`src/design/acap_pkg.sv`:
```
`default_nettype none

package acap_pkg;

    localparam logic [3:0] PH_FORMAT = 4'd0;
    localparam logic [3:0] PH_SECLEN = 4'd1;
    localparam logic [3:0] PH_VENDOR = 4'd2;
    localparam logic [3:0] PH_TAG    = 4'd3;
    localparam logic [3:0] PH_RECLEN = 4'd4;
    localparam logic [3:0] PH_ATTR   = 4'd5;
    localparam logic [3:0] PH_VAL    = 4'd6;
    localparam logic [3:0] PH_STR    = 4'd7;
    localparam logic [3:0] PH_ULEB   = 4'd8;
    localparam logic [3:0] PH_ABSORB = 4'd9;

    localparam logic [1:0] VERDICT_OLD  = 2'd0;
    localparam logic [1:0] VERDICT_NEW  = 2'd1;
    localparam logic [1:0] VERDICT_FAIL = 2'd2;

    localparam logic [7:0] FORMAT_BYTE      = 8'h41;
    localparam logic [7:0] FILE_RECORD_TAG  = 8'd1;
    localparam logic [7:0] ARCH_ATTR_TAG    = 8'd6;
    localparam logic [7:0] ARCH_OLD_MAX     = 8'd5;
    localparam logic [31:0] RECORD_MIN_LEN  = 32'd5;
    localparam logic [31:0] LEN_FIELD_BYTES = 32'd4;

    typedef struct packed {
        logic       give;
        logic [1:0] verdict;
        logic [6:0] arch_value;
    } acap_result_t;

    function automatic logic is_string_tag(input logic [7:0] t);
        return (t == 8'd4) || (t == 8'd5) || (t == 8'd32) || (t == 8'd65) || (t == 8'd67);
    endfunction

    function automatic logic is_uleb_tag(input logic [7:0] t);
        return ((t >= 8'd7) && (t <= 8'd31)) || (t == 8'd34) || (t == 8'd36) ||
               (t == 8'd38) || (t == 8'd42) || (t == 8'd44) || (t == 8'd64) ||
               (t == 8'd66) || (t == 8'd68) || (t == 8'd70);
    endfunction

endpackage

`default_nettype wire

```
`src/design/acap_in_if.sv`:
```
`default_nettype none

interface acap_in_if;
    logic        valid;
    logic        ready;
    logic [7:0]  data_byte;
    logic [31:0] section_size;

    modport source (output valid, output data_byte, output section_size, input ready);
    modport sink   (input valid, input data_byte, input section_size, output ready);
endinterface

`default_nettype wire

```
`src/design/acap_out_if.sv`:
```
`default_nettype none

interface acap_out_if;
    logic       valid;
    logic       ready;
    logic [1:0] verdict;
    logic [6:0] cpu_arch_value;

    modport source (output valid, output verdict, output cpu_arch_value, input ready);
    modport sink   (input valid, input verdict, input cpu_arch_value, output ready);
endinterface

`default_nettype wire

```
`src/design/arm_attributes_cpu_arch_parser.sv`:
```
// a verdict is registered and valid in the cycle after the byte that decides it is accepted
// throughput: one byte per cycle, sustained, while the result side keeps up
// a pending verdict stalls input only while it is not taken
// reset: asynchronous active low; parser returns to expecting a format byte, no result pending
`default_nettype none

module arm_attributes_cpu_arch_parser
    import acap_pkg::*;
(
    input  wire logic   clk,
    input  wire logic   rst_n,
    acap_in_if.sink     data,
    acap_out_if.source  result
);

    logic         accept;
    acap_result_t res;
    logic         out_valid_reg, out_valid_next;
    logic [1:0]   verdict_reg;
    logic [6:0]   arch_value_reg;

    assign data.ready = !out_valid_reg || result.ready;
    assign accept     = data.valid && data.ready;

    acap_parse u_parse (
        .clk          (clk),
        .rst_n        (rst_n),
        .accept       (accept),
        .data_byte    (data.data_byte),
        .section_size (data.section_size),
        .res          (res)
    );

    always_comb
    begin
        if (accept && res.give)
        begin
            out_valid_next = 1'b1;
        end
        else if (result.ready)
        begin
            out_valid_next = 1'b0;
        end
        else
        begin
            out_valid_next = out_valid_reg;
        end
    end

    always_ff @(posedge clk or negedge rst_n)
    begin
        if (!rst_n)
        begin
            out_valid_reg <= 1'b0;
        end
        else
        begin
            out_valid_reg <= out_valid_next;
        end
    end

    always_ff @(posedge clk)
    begin
        if (accept && res.give)
        begin
            verdict_reg    <= res.verdict;
            arch_value_reg <= res.arch_value;
        end
    end

    assign result.valid          = out_valid_reg;
    assign result.verdict        = verdict_reg;
    assign result.cpu_arch_value = arch_value_reg;

endmodule

`default_nettype wire

```
`src/design/acap_parse.sv`:
```
`default_nettype none

module acap_parse
    import acap_pkg::*;
(
    input  wire logic         clk,
    input  wire logic         rst_n,
    input  wire logic         accept,
    input  wire logic [7:0]   data_byte,
    input  wire logic [31:0]  section_size,
    output acap_result_t      res
);

    logic [3:0]  phase_reg, phase_next;
    logic [31:0] rem_reg, rem_next;
    logic [31:0] acc_reg, acc_next;
    logic [1:0]  idx_reg, idx_next;
    logic [31:0] rrem_reg, rrem_next;

    logic [31:0] rem_dec;
    logic [31:0] acc_new;
    logic        give;
    logic [1:0]  verdict;
    logic [6:0]  arch_value;
    logic        more;

    always_comb
    begin
        phase_next = phase_reg;
        rem_next   = rem_reg;
        acc_next   = acc_reg;
        idx_next   = idx_reg;
        rrem_next  = rrem_reg;
        give       = 1'b0;
        verdict    = VERDICT_FAIL;
        arch_value = 7'd0;
        rem_dec    = rem_reg - 32'd1;
        acc_new    = acc_reg | ({24'd0, data_byte} << {idx_reg, 3'b000});
        more       = (phase_reg == PH_STR) ? (data_byte != 8'd0) : data_byte[7];

        if (phase_reg == PH_FORMAT)
        begin
            if (section_size == 32'd0)
            begin
                rem_next = 32'd0;
                give     = 1'b1;
            end
            else
            begin
                rem_next = section_size - 32'd1;
                if (data_byte != FORMAT_BYTE || section_size <= LEN_FIELD_BYTES)
                begin
                    give = 1'b1;
                end
                else
                begin
                    acc_next   = 32'd0;
                    idx_next   = 2'd0;
                    phase_next = PH_SECLEN;
                end
            end
        end
        else if (phase_reg == PH_ABSORB)
        begin
            if (rem_reg != 32'd0)
            begin
                rem_next = rem_dec;
            end
            if (rem_reg <= 32'd1)
            begin
                phase_next = PH_FORMAT;
            end
        end
        else if (phase_reg > PH_ABSORB || rem_reg == 32'd0)
        begin
            rem_next = 32'd0;
            give     = 1'b1;
        end
        else
        begin
            rem_next = rem_dec;
            case (phase_reg)
                PH_SECLEN, PH_RECLEN:
                begin
                    acc_next = acc_new;
                    idx_next = idx_reg + 2'd1;
                    if (idx_reg == 2'd3)
                    begin
                        if (phase_reg == PH_SECLEN)
                        begin
                            if ({1'b0, acc_new} > ({1'b0, rem_reg} + 33'd3))
                            begin
                                give = 1'b1;
                            end
                            else
                            begin
                                phase_next = PH_VENDOR;
                            end
                        end
                        else
                        begin
                            if (acc_new <= RECORD_MIN_LEN)
                            begin
                                give = 1'b1;
                            end
                            else if ({1'b0, acc_new} > ({1'b0, rem_reg} + 33'd4))
                            begin
                                give = 1'b1;
                            end
                            else
                            begin
                                rrem_next  = acc_new - RECORD_MIN_LEN;
                                phase_next = PH_ATTR;
                            end
                        end
                    end
                end
                PH_VENDOR:
                begin
                    if (data_byte == 8'd0)
                    begin
                        phase_next = PH_TAG;
                    end
                end
                PH_TAG:
                begin
                    if (data_byte != FILE_RECORD_TAG || rem_dec < LEN_FIELD_BYTES)
                    begin
                        give = 1'b1;
                    end
                    else
                    begin
                        acc_next   = 32'd0;
                        idx_next   = 2'd0;
                        phase_next = PH_RECLEN;
                    end
                end
                PH_ATTR:
                begin
                    if (rrem_reg == 32'd0)
                    begin
                        give = 1'b1;
                    end
                    else
                    begin
                        rrem_next = rrem_reg - 32'd1;
                        if (data_byte == ARCH_ATTR_TAG)
                        begin
                            phase_next = PH_VAL;
                        end
                        else if (is_string_tag(data_byte) || is_uleb_tag(data_byte))
                        begin
                            if (rrem_reg == 32'd1)
                            begin
                                give = 1'b1;
                            end
                            else
                            begin
                                phase_next = is_string_tag(data_byte) ? PH_STR : PH_ULEB;
                            end
                        end
                        else
                        begin
                            give = 1'b1;
                        end
                    end
                end
                PH_VAL:
                begin
                    give = 1'b1;
                    if (!data_byte[7])
                    begin
                        verdict    = (data_byte <= ARCH_OLD_MAX) ? VERDICT_OLD : VERDICT_NEW;
                        arch_value = data_byte[6:0];
                    end
                end
                PH_STR, PH_ULEB:
                begin
                    if (rrem_reg == 32'd0)
                    begin
                        give = 1'b1;
                    end
                    else
                    begin
                        rrem_next = rrem_reg - 32'd1;
                        if (rrem_reg == 32'd1)
                        begin
                            give = 1'b1;
                        end
                        else if (!more)
                        begin
                            phase_next = PH_ATTR;
                        end
                    end
                end
                default:
                begin
                    give = 1'b1;
                end
            endcase
            // section ran out without a verdict
            if (!give && rem_dec == 32'd0)
            begin
                give = 1'b1;
            end
        end

        if (give)
        begin
            phase_next = (rem_next != 32'd0) ? PH_ABSORB : PH_FORMAT;
        end
    end

    always_ff @(posedge clk or negedge rst_n)
    begin
        if (!rst_n)
        begin
            phase_reg <= PH_FORMAT;
            rem_reg   <= 32'd0;
            acc_reg   <= 32'd0;
            idx_reg   <= 2'd0;
            rrem_reg  <= 32'd0;
        end
        else if (accept)
        begin
            phase_reg <= phase_next;
            rem_reg   <= rem_next;
            acc_reg   <= acc_next;
            idx_reg   <= idx_next;
            rrem_reg  <= rrem_next;
        end
    end

    assign res = '{give: give, verdict: verdict, arch_value: arch_value};

endmodule

`default_nettype wire

```
`src/flat_wrapper.sv`:
```
// flat-port wrapper written by rule: the top's interface ports become plain ports
module arm_attributes_cpu_arch_parser_flat import acap_pkg::*;
  (clk, rst_n, data_valid, data_data_byte, data_section_size, data_ready, result_valid, result_verdict, result_cpu_arch_value, result_ready);
  acap_in_if data_i ();
  acap_out_if result_i ();
  input  wire logic clk;
  input  wire logic rst_n;
  input wire logic [$bits(data_i.valid)-1:0] data_valid;
  input wire logic [$bits(data_i.data_byte)-1:0] data_data_byte;
  input wire logic [$bits(data_i.section_size)-1:0] data_section_size;
  output wire logic [$bits(data_i.ready)-1:0] data_ready;
  output wire logic [$bits(result_i.valid)-1:0] result_valid;
  output wire logic [$bits(result_i.verdict)-1:0] result_verdict;
  output wire logic [$bits(result_i.cpu_arch_value)-1:0] result_cpu_arch_value;
  input wire logic [$bits(result_i.ready)-1:0] result_ready;
  assign data_i.valid = data_valid;
  assign data_i.data_byte = data_data_byte;
  assign data_i.section_size = data_section_size;
  assign data_ready = data_i.ready;
  assign result_valid = result_i.valid;
  assign result_verdict = result_i.verdict;
  assign result_cpu_arch_value = result_i.cpu_arch_value;
  assign result_i.ready = result_ready;
  arm_attributes_cpu_arch_parser u_core (.clk(clk), .rst_n(rst_n), .data(data_i), .result(result_i));
endmodule
```
`config.mk`:
```
export PLATFORM = sky130hd
export DESIGN_NAME = arm_attributes_cpu_arch_parser_flat
export DESIGN_NICKNAME = d
export VERILOG_FILES = /design/src/design/acap_pkg.sv /design/src/design/acap_in_if.sv /design/src/design/acap_out_if.sv /design/src/design/arm_attributes_cpu_arch_parser.sv /design/src/design/acap_parse.sv /design/src/flat_wrapper.sv
export SDC_FILE = /design/constraint.sdc
export NUM_CORES = 1
export LEC_CHECK = 0
export BUFFER_PORTS_ARGS = -buffer_cell sky130_fd_sc_hd__buf_2
export CORE_UTILIZATION = 42
export DETAILED_ROUTE_END_ITERATION = 6
export GPL_TIMING_DRIVEN = 0
export HOLD_SLACK_MARGIN = 0.02
export SLEW_MARGIN = 20
export SYNTH_ARGS = -nofsm -noshare
export SYNTH_HDL_FRONTEND = slang
export SYNTH_SLANG_ARGS = --single-unit
```
`constraint.sdc`:
```
create_clock -name clk -period 5.6 [get_ports clk]
set_input_delay 1.68 -clock clk [delete_from_list [all_inputs] [get_ports clk]]
set_output_delay 1.68 -clock clk [all_outputs]
set_load 0.02 [all_outputs]
```
==> impl_metrics.env, run 1 <==
export IMPL_num_antenna_cells=0
export IMPL_syn_area_um2=11600
export IMPL_syn_avg_cell_area_um2=7.84
export IMPL_antenna_found_initial=0
export IMPL_avgRoutedWirePerCell_um=21.9
export IMPL_r2r_setup_slack_ps=260
export IMPL_synthTopCellsByCount="nor2_1, nand2_1, a21oi_1"
export IMPL_dr_pass1_iters=5
export IMPL_synthAdderAreaFrac_pct=8.34
export IMPL_critical_path_required_ps=5870
export IMPL_grt_pass1_wl_um=64700
export IMPL_viasPerCell=6.31
export IMPL_port_buffers=50
export IMPL_grt_pass1_vias=11400
export IMPL_drt_total_wl_um=41200
export IMPL_dp_hpwl_um=32200
export IMPL_fin_crit_sh_pct=96.3
export IMPL_cts_buffers_inserted=9
export IMPL_htree_num_levels=3
export IMPL_worstPathArrival_ps=5660
export IMPL_cts_sinks=112
export IMPL_hp_class="reg2reg"
export IMPL_synth_warnings=0
export IMPL_synth_area_leader_cell="dfrtp_1"
export IMPL_endpoint_kind="flop"
export IMPL_fin_nets=1655
export IMPL_final_hold_viol_count=0
export IMPL_max_vdd_ir_drop_uv=209
export IMPL_yosysUniqueCellTypes=93
export IMPL_final_area_um2=12700
export IMPL_synth_top_family_by_area="simple AND/OR/NAND/NOR gates"
export IMPL_cts_hold_buffers=0
export IMPL_final_util_pct=47.0
export IMPL_die_area_um2=28200
export IMPL_synth_top_area_share_pct=22.3
export IMPL_r2r_start="u_core.u_parse.rem_reg[6]"
export IMPL_max_slew_worst_pin_slew_ps=1110
export IMPL_groute_usage_overall_pct=29.5
export IMPL_gp_congestion=0.961
export IMPL_r2r_end="u_core.u_parse.rrem_reg[27]"
export IMPL_path_max_fanout=10
export IMPL_cts_root_buf="clkbuf_16"
export IMPL_syn_num_nets=1594
export IMPL_reg2reg_depth=22
export IMPL_slew_headroom_pct=25.6
export IMPL_cellLeakagePower_nw=4.94
export IMPL_start_util_pct=42.9
export IMPL_path_clk_slew_ps=90
export IMPL_hold_start="u_core.u_parse.acc_reg[31]"
export IMPL_worstSetupStartpointType="input pin"
export IMPL_rows=60
export IMPL_drv_cap=0
export IMPL_die_y_um=168
export IMPL_min_period_ps=5390
export IMPL_grt_overflow=0
export IMPL_status="finished clean"
export IMPL_synthCells=1473
export IMPL_ys_seq_area_share_pct=24.6
export IMPL_synth_ff_type="dfrtp_1"
export IMPL_synth_most_common_cell="nor2_1"
export IMPL_vias=11900
export IMPL_synthXorXnorAreaFrac_pct=10.0
export IMPL_slew_violations=0
export IMPL_drive_above_1_share_pct=11.1
export IMPL_antenna_left=0
export IMPL_grt_max_degree=67
export IMPL_fmax_mhz=185
export IMPL_min_to="u_core.u_parse.acc_reg[31]"
export IMPL_synth_seq_cells=112
export IMPL_synthSimpleGateAreaFrac_pct=27.5
export IMPL_cts_tree="done"
export IMPL_synth_mux_area_share_pct=0.628
export IMPL_place_area_um2=12300
export IMPL_cts_path_max_buffers=2
export IMPL_setup_viol=0
export IMPL_synth_edf_count=9
export IMPL_core_area_um2=27000
export IMPL_areaGrowthSynthToFinish_pct=9.64
export IMPL_synth_compound_area_share_pct=23.5
export IMPL_skew_ps=14.4
export IMPL_rsz0062_at_grt="no"
export IMPL_critical_path_class="in2reg"
export IMPL_pin_count=55
export IMPL_total_power_mw=7.67
export IMPL_drcViolationCount=0
export IMPL_drtIter0Drc=1214
export IMPL_die_w_um=168
export IMPL_power_density_nw_per_um2=606
export IMPL_netlist_top_cells_area="dfrtp_1, ha_1, xnor2_1"
export IMPL_hold_path_depth=2
export IMPL_clock_latency_ps=380
export IMPL_ys_async_sr_fraction_pct=92.0
==> layout make-up <==
| class | count | area (um2) |
|---|---|---|
| timing repair buffer | 52 | 304 |
| sequential | 112 | 2850 |
| buffer | 93 | 413 |
| multi-input combinational | 1210 | 8140 |
| fill | 2735 | 14300 |
| inverter | 56 | 210 |
| clock buffer | 9 | 225 |
| tap | 341 | 427 |
| clock inverter | 7 | 97.6 |
==> cell families (layout without fill, tap and decap cells) <==
logic type | count (synthesis) | count (layout)
mux | 7 | 7
buf+inv | 151 | 217
xor+xnor | 132 | 132
flops | 112 | 112
fa+ha+maj | 77 | 77
compound gates | 388 | 388
simple gates | 606 | 606
==> how the worst max path moves through the flow <==
stage,from,endpoint,cells after the start
after global routing,u_core.u_parse.rem_reg[6],u_core.u_parse.phase_reg[1],21
final,data_data_byte[3],u_core.u_parse.rrem_reg[27],16
after CTS,u_core.u_parse.rem_reg[7],u_core.u_parse.rrem_reg[27],21
after detailed placement,data_data_byte[3],u_core.u_parse.rrem_reg[14],15
after floorplan,data_data_byte[2],u_core.result.cpu_arch_value[0],12
after global placement,data_data_byte[6],u_core.result.cpu_arch_value[0],14
==> per-stage QoR <==
step,worst slack (ps),std cells,TNS (ps),hold WS (ps)
3_3_place_gp,-791,1864,-24670,471
6_report,206,1880,0,493
4_1_cts,23.5,1879,0,496
2_1_floorplan,463,1473,0,458
5_1_grt,16.7,1880,0,520
3_5_place_dp,-743,1865,-23670,475
==> cell usage in the layout (no fill, tap or decap), types with 36 or more instances in the layout <==
cell type,netlist,layout
nor2_1,149,148
nor3_1,62,61
a21oi_1,107,107
dfrtp_1,103,101
ha_1,77,77
xnor2_1,96,96
buf_2,17,64
clkbuf_1,63,58
nand3_1,38,38
nand4_1,42,42
o21ai_0,57,56
inv_1,56,56
nand2_1,139,139
xor2_1,36,36
==> per-layer routing <==
metal / vias up / global-route usage, % / share of wire (%)
li1: 5554 / - / -
met1: 5694 / 37.5 / 42
met2: 505 / 49.5 / 47
met3: 109 / 2.66 / 5.8
met4: 0 / 15.8 / 5.0
met5: - / 0 / 0
==> worst max-delay path, stage by stage <==
cell and delay [ps]:
buf_2 130, clkbuf_1 280, a21oi_1 600, inv_1 180, ha_1 350, nand4_1 120
or4_1 550, o21ai_0 270, a21oi_1 110, nor2_1 150, nor3_2 90, o41ai_4 350
buf_4 250, clkbuf_4 250, a21oi_1 80, o22a_1 230
==> power breakdown <==
part / switching [mW] / internal, mW / leakage, nW / total (mW)
clock: 0.368 / 0.362 / 0.157 / 0.731
sequential: 0.335 / 1.17 / 1.39 / 1.51
combinational: 3.54 / 1.90 / 3.40 / 5.44
==> timing repair <==
| item | 4_1_cts | 5_1_grt |
|---|---|---|
| setup endpoints to repair | 41 | 45 |
| cloned | 0 | 0 |
| pin swaps | 0 | 1 |
| buffers inserted | 0 | 1 |
| resized for setup | 6 | 10 |
(Power assumes the default switching activity.)
==> run 2: changes to the inputs <==
Settings changed: GPL_TIMING_DRIVEN 0 to unset.
==> run 2 against run 1 <==
  * Utilization decreased by 0.42 points
  * Register-to-register slack better by 140 ps
  * Final cell count shrank 2.5%
  * Die area unchanged
  * First-iteration DRC count shrank 12%
  * Clock skew shrank 2.1 ps
  * Worst setup slack gained 190 ps
==> impl_metrics.env, run 2 (synthesis results as in run 1) <==
export IMPL_path_max_fanout=11
export IMPL_drtIter0Drc=1065
export IMPL_skew_ps=12.3
export IMPL_slowest_delay_ps=630
export IMPL_antenna_found_initial=0
export IMPL_die_w_um=168
export IMPL_hp_class="reg2reg"
export IMPL_final_util_pct=46.6
export IMPL_dp_slack_ps=417
export IMPL_place_area_um2=12200
export IMPL_dp_hpwl_um=29000
export IMPL_avgRoutedWirePerCell_um=20.6
export IMPL_cp_cell_sequence="nand4_1 > or4_1 > or3_1 > nor3_1 > xnor2_1 > ha_1 > a211oi_1 > o21ai_0 > a22oi_1 > nand4_1 > o21ai_0 > nand4_1 > a21oi_1 > o211ai_1 > a21oi_4 > mux2_1"
export IMPL_fin_crit_sh_pct=92.9
export IMPL_cellLeakagePower_nw=4.97
export IMPL_cts_hold_buffers=0
export IMPL_final_area_um2=12600
export IMPL_worst_path_buf_inv=0
export IMPL_num_antenna_cells=0
export IMPL_path_clk_slew_ps=90
export IMPL_worstPathArrival_ps=5460
export IMPL_multi_input_area_um2=8120
export IMPL_antenna_left=0
export IMPL_pin_count=55
export IMPL_final_cell_mix="nor2_1, nand2_1, a21oi_1"
export IMPL_worstSetupStartpointType="flop"
export IMPL_finalNonFillerCells=1833
export IMPL_die_area_um2=28200
export IMPL_rsz0062_at_grt="no"
export IMPL_final_hold_viol_count=0
export IMPL_power_density_nw_per_um2=595
export IMPL_slew_headroom_pct=31.4
export IMPL_max_vdd_ir_drop_uv=250
export IMPL_die_y_um=168
export IMPL_min_period_ps=5200
export IMPL_viasPerCell=6.19
export IMPL_grt_overflow=0
export IMPL_start_util_pct=42.9
export IMPL_ctsResizeCount=0
export IMPL_cts_path_max_buffers=2
export IMPL_fmax_mhz=192
export IMPL_cts_tree="done"
export IMPL_areaGrowthSynthToFinish_pct=8.65
export IMPL_cts_buffers_inserted=9
export IMPL_crit_slowest_cell="dfrtp_1"
export IMPL_vias=11300
export IMPL_critical_path_required_ps=5860
export IMPL_regArea_um2=2850
export IMPL_max_slew_worst_pin_slew_ps=1030
export IMPL_dp_cells=1817
export IMPL_post_cts_buffers=0
export IMPL_grt_max_degree=68
export IMPL_cts_root_buf="clkbuf_16"
export IMPL_total_power_mw=7.47
export IMPL_drv_cap=0
export IMPL_status="finished clean"
export IMPL_core_area_um2=27000
export IMPL_grt_pass1_wl_um=60100
export IMPL_hold_ws_ps=491
export IMPL_slew_violations=0
export IMPL_clock_latency_ps=370
export IMPL_port_buffers=54
export IMPL_finalWorstSetupSlack_ps=398
export IMPL_endpoint_kind="flop"
export IMPL_drt_total_wl_um=37700
export IMPL_final_common_cell="nor2_1"
export IMPL_critical_path_class="reg2reg"
export IMPL_dr_pass1_iters=6
export IMPL_grt_pass1_vias=11000
export IMPL_setup_viol=0
export IMPL_dr_wl_met3_um=2140
export IMPL_fill_cells=2665
export IMPL_fin_nets=1608
export IMPL_drive_above_1_share_pct=12.3
export IMPL_crit_top_cell="nand4_1"
export IMPL_htree_num_levels=3
export IMPL_fin_tns_setup_ps=0
export IMPL_crit_family="simple AND/OR/NAND/NOR gates"
export IMPL_gp_congestion=0.954
export IMPL_route_met2_wl_um=17900
export IMPL_drcViolationCount=0
export IMPL_met1_length_um=16000
export IMPL_top_layer="met4"
export IMPL_cts_sinks=112
export IMPL_rows=60
export IMPL_groute_usage_overall_pct=27.1
## run 2: cell count changes in the layout (fill, tap and decap cells not counted), moves of 2 or more
cell / previous run / this run
buf_1: 5 / 0
clkbuf_1: 58 / 2
clkbuf_2: 6 / 0
buf_6: 2 / 0
buf_12: 1 / 3
buf_2: 64 / 53
buf_4: 7 / 42
## run 2: worst reg2reg max path, stage by stage, from the launching register on
cell and delay, ps:
dfrtp_1 630, nand4_1 240, or4_1 610, or3_1 530, nor3_1 250, xnor2_1 160
ha_1 270, a211oi_1 310, o21ai_0 200, a22oi_1 220, nand4_1 120, o21ai_0 410
nand4_1 160, a21oi_1 190, o211ai_1 200, a21oi_4 270, mux2_1 340
## run 2: cell type report
| class | count | area share (%) |
|---|---|---|
| Sequential cell | 112 | 22.7 |
| Inverter | 56 | 1.67 |
| Tap cell | 341 | 3.40 |
| Clock buffer | 11 | 1.85 |
| Timing Repair Buffer | 98 | 5.10 |
| Multi-Input combinational cell | 1210 | 64.7 |
| Clock inverter | 5 | 0.598 |
## run 2: per-layer routing
metal | vias to the layer above | GRT usage (%)
met4 | 0 | 12.8
li1 | 5441 | -
met5 | - | 0
met3 | 100 | 2.49
met2 | 457 | 46.2
met1 | 5351 | 34.6
## run 2: power breakdown
group / total, mW / leakage (nW) / internal, mW / switching [mW]
combinational: 5.06 / 3.43 / 1.91 / 3.16
clock: 0.714 / 0.149 / 0.360 / 0.354
sequential: 1.69 / 1.39 / 1.17 / 0.522
## run 2: path summary, 6_finish.rpt
check | start | endpoint | slack, ps | cells past startpoint
min reg2reg | u_core.u_parse.acc_reg[14] | u_core.u_parse.acc_reg[14] | 490 | 2
max reg2reg | u_core.u_parse.rem_reg[19] | u_core.u_parse.phase_reg[1] | 400 | 16
min | u_core.u_parse.acc_reg[14] | u_core.u_parse.acc_reg[14] | 490 | 2
min in group asynchronous | rst_n | u_core.u_parse.acc_reg[2] | 1420 | 1
max in group asynchronous | rst_n | u_core.u_parse.rem_reg[8] | 3100 | 2
max | u_core.u_parse.rem_reg[19] | u_core.u_parse.phase_reg[1] | 400 | 16
==> run 3: changes to the inputs <==
Clock period 5.6 ns to 4.6 ns, I/O delays scaled along.
==> run 3 against run 2 <==
  * Clock skew barely moved
  * Critical path depth is 6 higher
  * Global-route usage increased by 1.2 points
  * Sequential power increased by 12%
  * Total power increased by 35%
  * Critical path type unchanged
==> impl_metrics.env, run 3 (synthesis results as in run 1) <==
export IMPL_gp_congestion=1.00
export IMPL_drt_total_wl_um=40500
export IMPL_drive_above_1_share_pct=21.3
export IMPL_hold_start="u_core.u_parse.acc_reg[31]"
export IMPL_clock_latency_ps=380
export IMPL_dp_cells=1938
export IMPL_fin_nets=1746
export IMPL_max_vdd_ir_drop_uv=317
export IMPL_port_buffers=54
export IMPL_critical_path_required_ps=4870
export IMPL_dr_pass1_iters=6
export IMPL_cellLeakagePower_nw=5.69
export IMPL_antenna_left=0
export IMPL_final_common_cell="buf_4"
export IMPL_viasPerCell=6.06
export IMPL_cts_path_max_buffers=2
export IMPL_total_power_mw=10.1
export IMPL_antenna_found_initial=1
export IMPL_dp_slack_ps=-240
export IMPL_grt_max_degree=68
export IMPL_start_util_pct=42.9
export IMPL_rows=60
export IMPL_setup_viol=0
export IMPL_rsz0062_at_grt="yes"
export IMPL_fill_cells=2597
export IMPL_path_clk_slew_ps=90
export IMPL_path_max_fanout=8
export IMPL_grt_overflow=0
export IMPL_final_hold_viol_count=0
export IMPL_num_antenna_cells=0
export IMPL_fin_crit_sh_pct=98.9
export IMPL_grt_pass1_vias=11400
export IMPL_power_density_nw_per_um2=726
export IMPL_final_cell_mix="buf_4, nor2_1, nand2_1"
export IMPL_final_util_pct=51.4
export IMPL_status="finished clean"
export IMPL_final_area_um2=13900
export IMPL_pin_count=55
export IMPL_finalNonFillerCells=1971
export IMPL_place_area_um2=13200
export IMPL_hp_class="reg2reg"
export IMPL_fin_tns_setup_ps=0
export IMPL_die_w_um=168
export IMPL_skew_ps=12.3
export IMPL_endpoint_kind="flop"
export IMPL_areaGrowthSynthToFinish_pct=20.0
export IMPL_slew_violations=0
export IMPL_dp_hpwl_um=31300
export IMPL_cts_hold_buffers=0
export IMPL_cts_root_buf="clkbuf_16"
export IMPL_finalWorstSetupSlack_ps=50.8
export IMPL_r2r_setup_slack_ps=50
export IMPL_critical_path_class="reg2reg"
export IMPL_htree_num_levels=3
export IMPL_cts_sinks=112
export IMPL_min_period_ps=4550
export IMPL_worstPathArrival_ps=4820
export IMPL_core_area_um2=27000
export IMPL_vias=11900
export IMPL_cts_tree="done"
export IMPL_r2r_start="u_core.u_parse.rem_reg[6]"
export IMPL_drv_cap=0
export IMPL_die_area_um2=28200
export IMPL_grt_pass1_wl_um=62500
export IMPL_startpoint="u_core.u_parse.rem_reg[6]"
export IMPL_groute_usage_overall_pct=28.4
export IMPL_die_y_um=168
export IMPL_avgRoutedWirePerCell_um=20.5
export IMPL_max_slew_worst_pin_slew_ps=979
export IMPL_drcViolationCount=0
export IMPL_worstSetupStartpointType="flop"
export IMPL_drtIter0Drc=797
export IMPL_cts_buffers_inserted=9
export IMPL_slew_headroom_pct=33.8
export IMPL_hold_ws_ps=500
export IMPL_fmax_mhz=220
run 3: final timing paths:
path | end | cells past startpoint
worst max register to register | u_core.u_parse.rrem_reg[27] | 22
worst min register to register | u_core.u_parse.acc_reg[31] | 2
min in group asynchronous | u_core.u_parse.rrem_reg[2] | 1
max in group asynchronous | u_core.u_parse.rem_reg[31] | 2
worst min-delay path | u_core.u_parse.acc_reg[31] | 2
worst max-delay path | u_core.u_parse.rrem_reg[27] | 22
run 3: layout make-up:
| type | count | area [um2] | area share (%) |
|---|---|---|---|
| Tap cell | 341 | 427 | 3.08 |
| Clock inverter | 7 | 87.6 | 0.632 |
| Multi-Input combinational cell | 1210 | 8290 | 59.8 |
| Inverter | 56 | 210 | 1.52 |
| Timing Repair Buffer | 236 | 1780 | 12.8 |
| Sequential cell | 112 | 2850 | 20.5 |
| Clock buffer | 9 | 225 | 1.62 |
run 3: critical path: stages, from the launching register on:
cell	delay, ps
dfrtp_1	360
and4_4	240
and4_4	250
and3_4	190
and3_4	200
nand3_4	90
nor2_4	100
nand4_1	120
buf_4	180
xor2_2	140
ha_1	280
nand4_1	100
or4_4	600
nor2_4	160
a21oi_2	100
nor2_4	110
nor3_4	60
o41ai_4	430
clkbuf_16	220
buf_12	120
buf_12	120
a21oi_2	30
o22a_1	220
run 3: report_power, final:
group	leakage [nW]	internal, mW	total (mW)	switching (mW)
Sequential	1.39	1.43	1.90	0.474
Clock	0.153	0.438	0.897	0.459
Combinational	4.15	2.99	7.26	4.27
run 3: routing by layer:
layer | global-route usage [%] | part of all wire (%) | vias up
met5 | 0 | 0.032 | -
met4 | 14.9 | 4.8 | 2
met2 | 48.2 | 47 | 395
li1 | - | - | 5737
met3 | 3.31 | 4.9 | 101
met1 | 35.3 | 43 | 5708
run 3: repair_timing:
| action | in CTS | in global routing |
|---|---|---|
| buffers inserted | 1 | 15 |
| resized for setup | 2 | 49 |
| gates cloned | 0 | 1 |
| pin swaps | 1 | 29 |
| endpoints found under the setup margin | 10 | 41 |
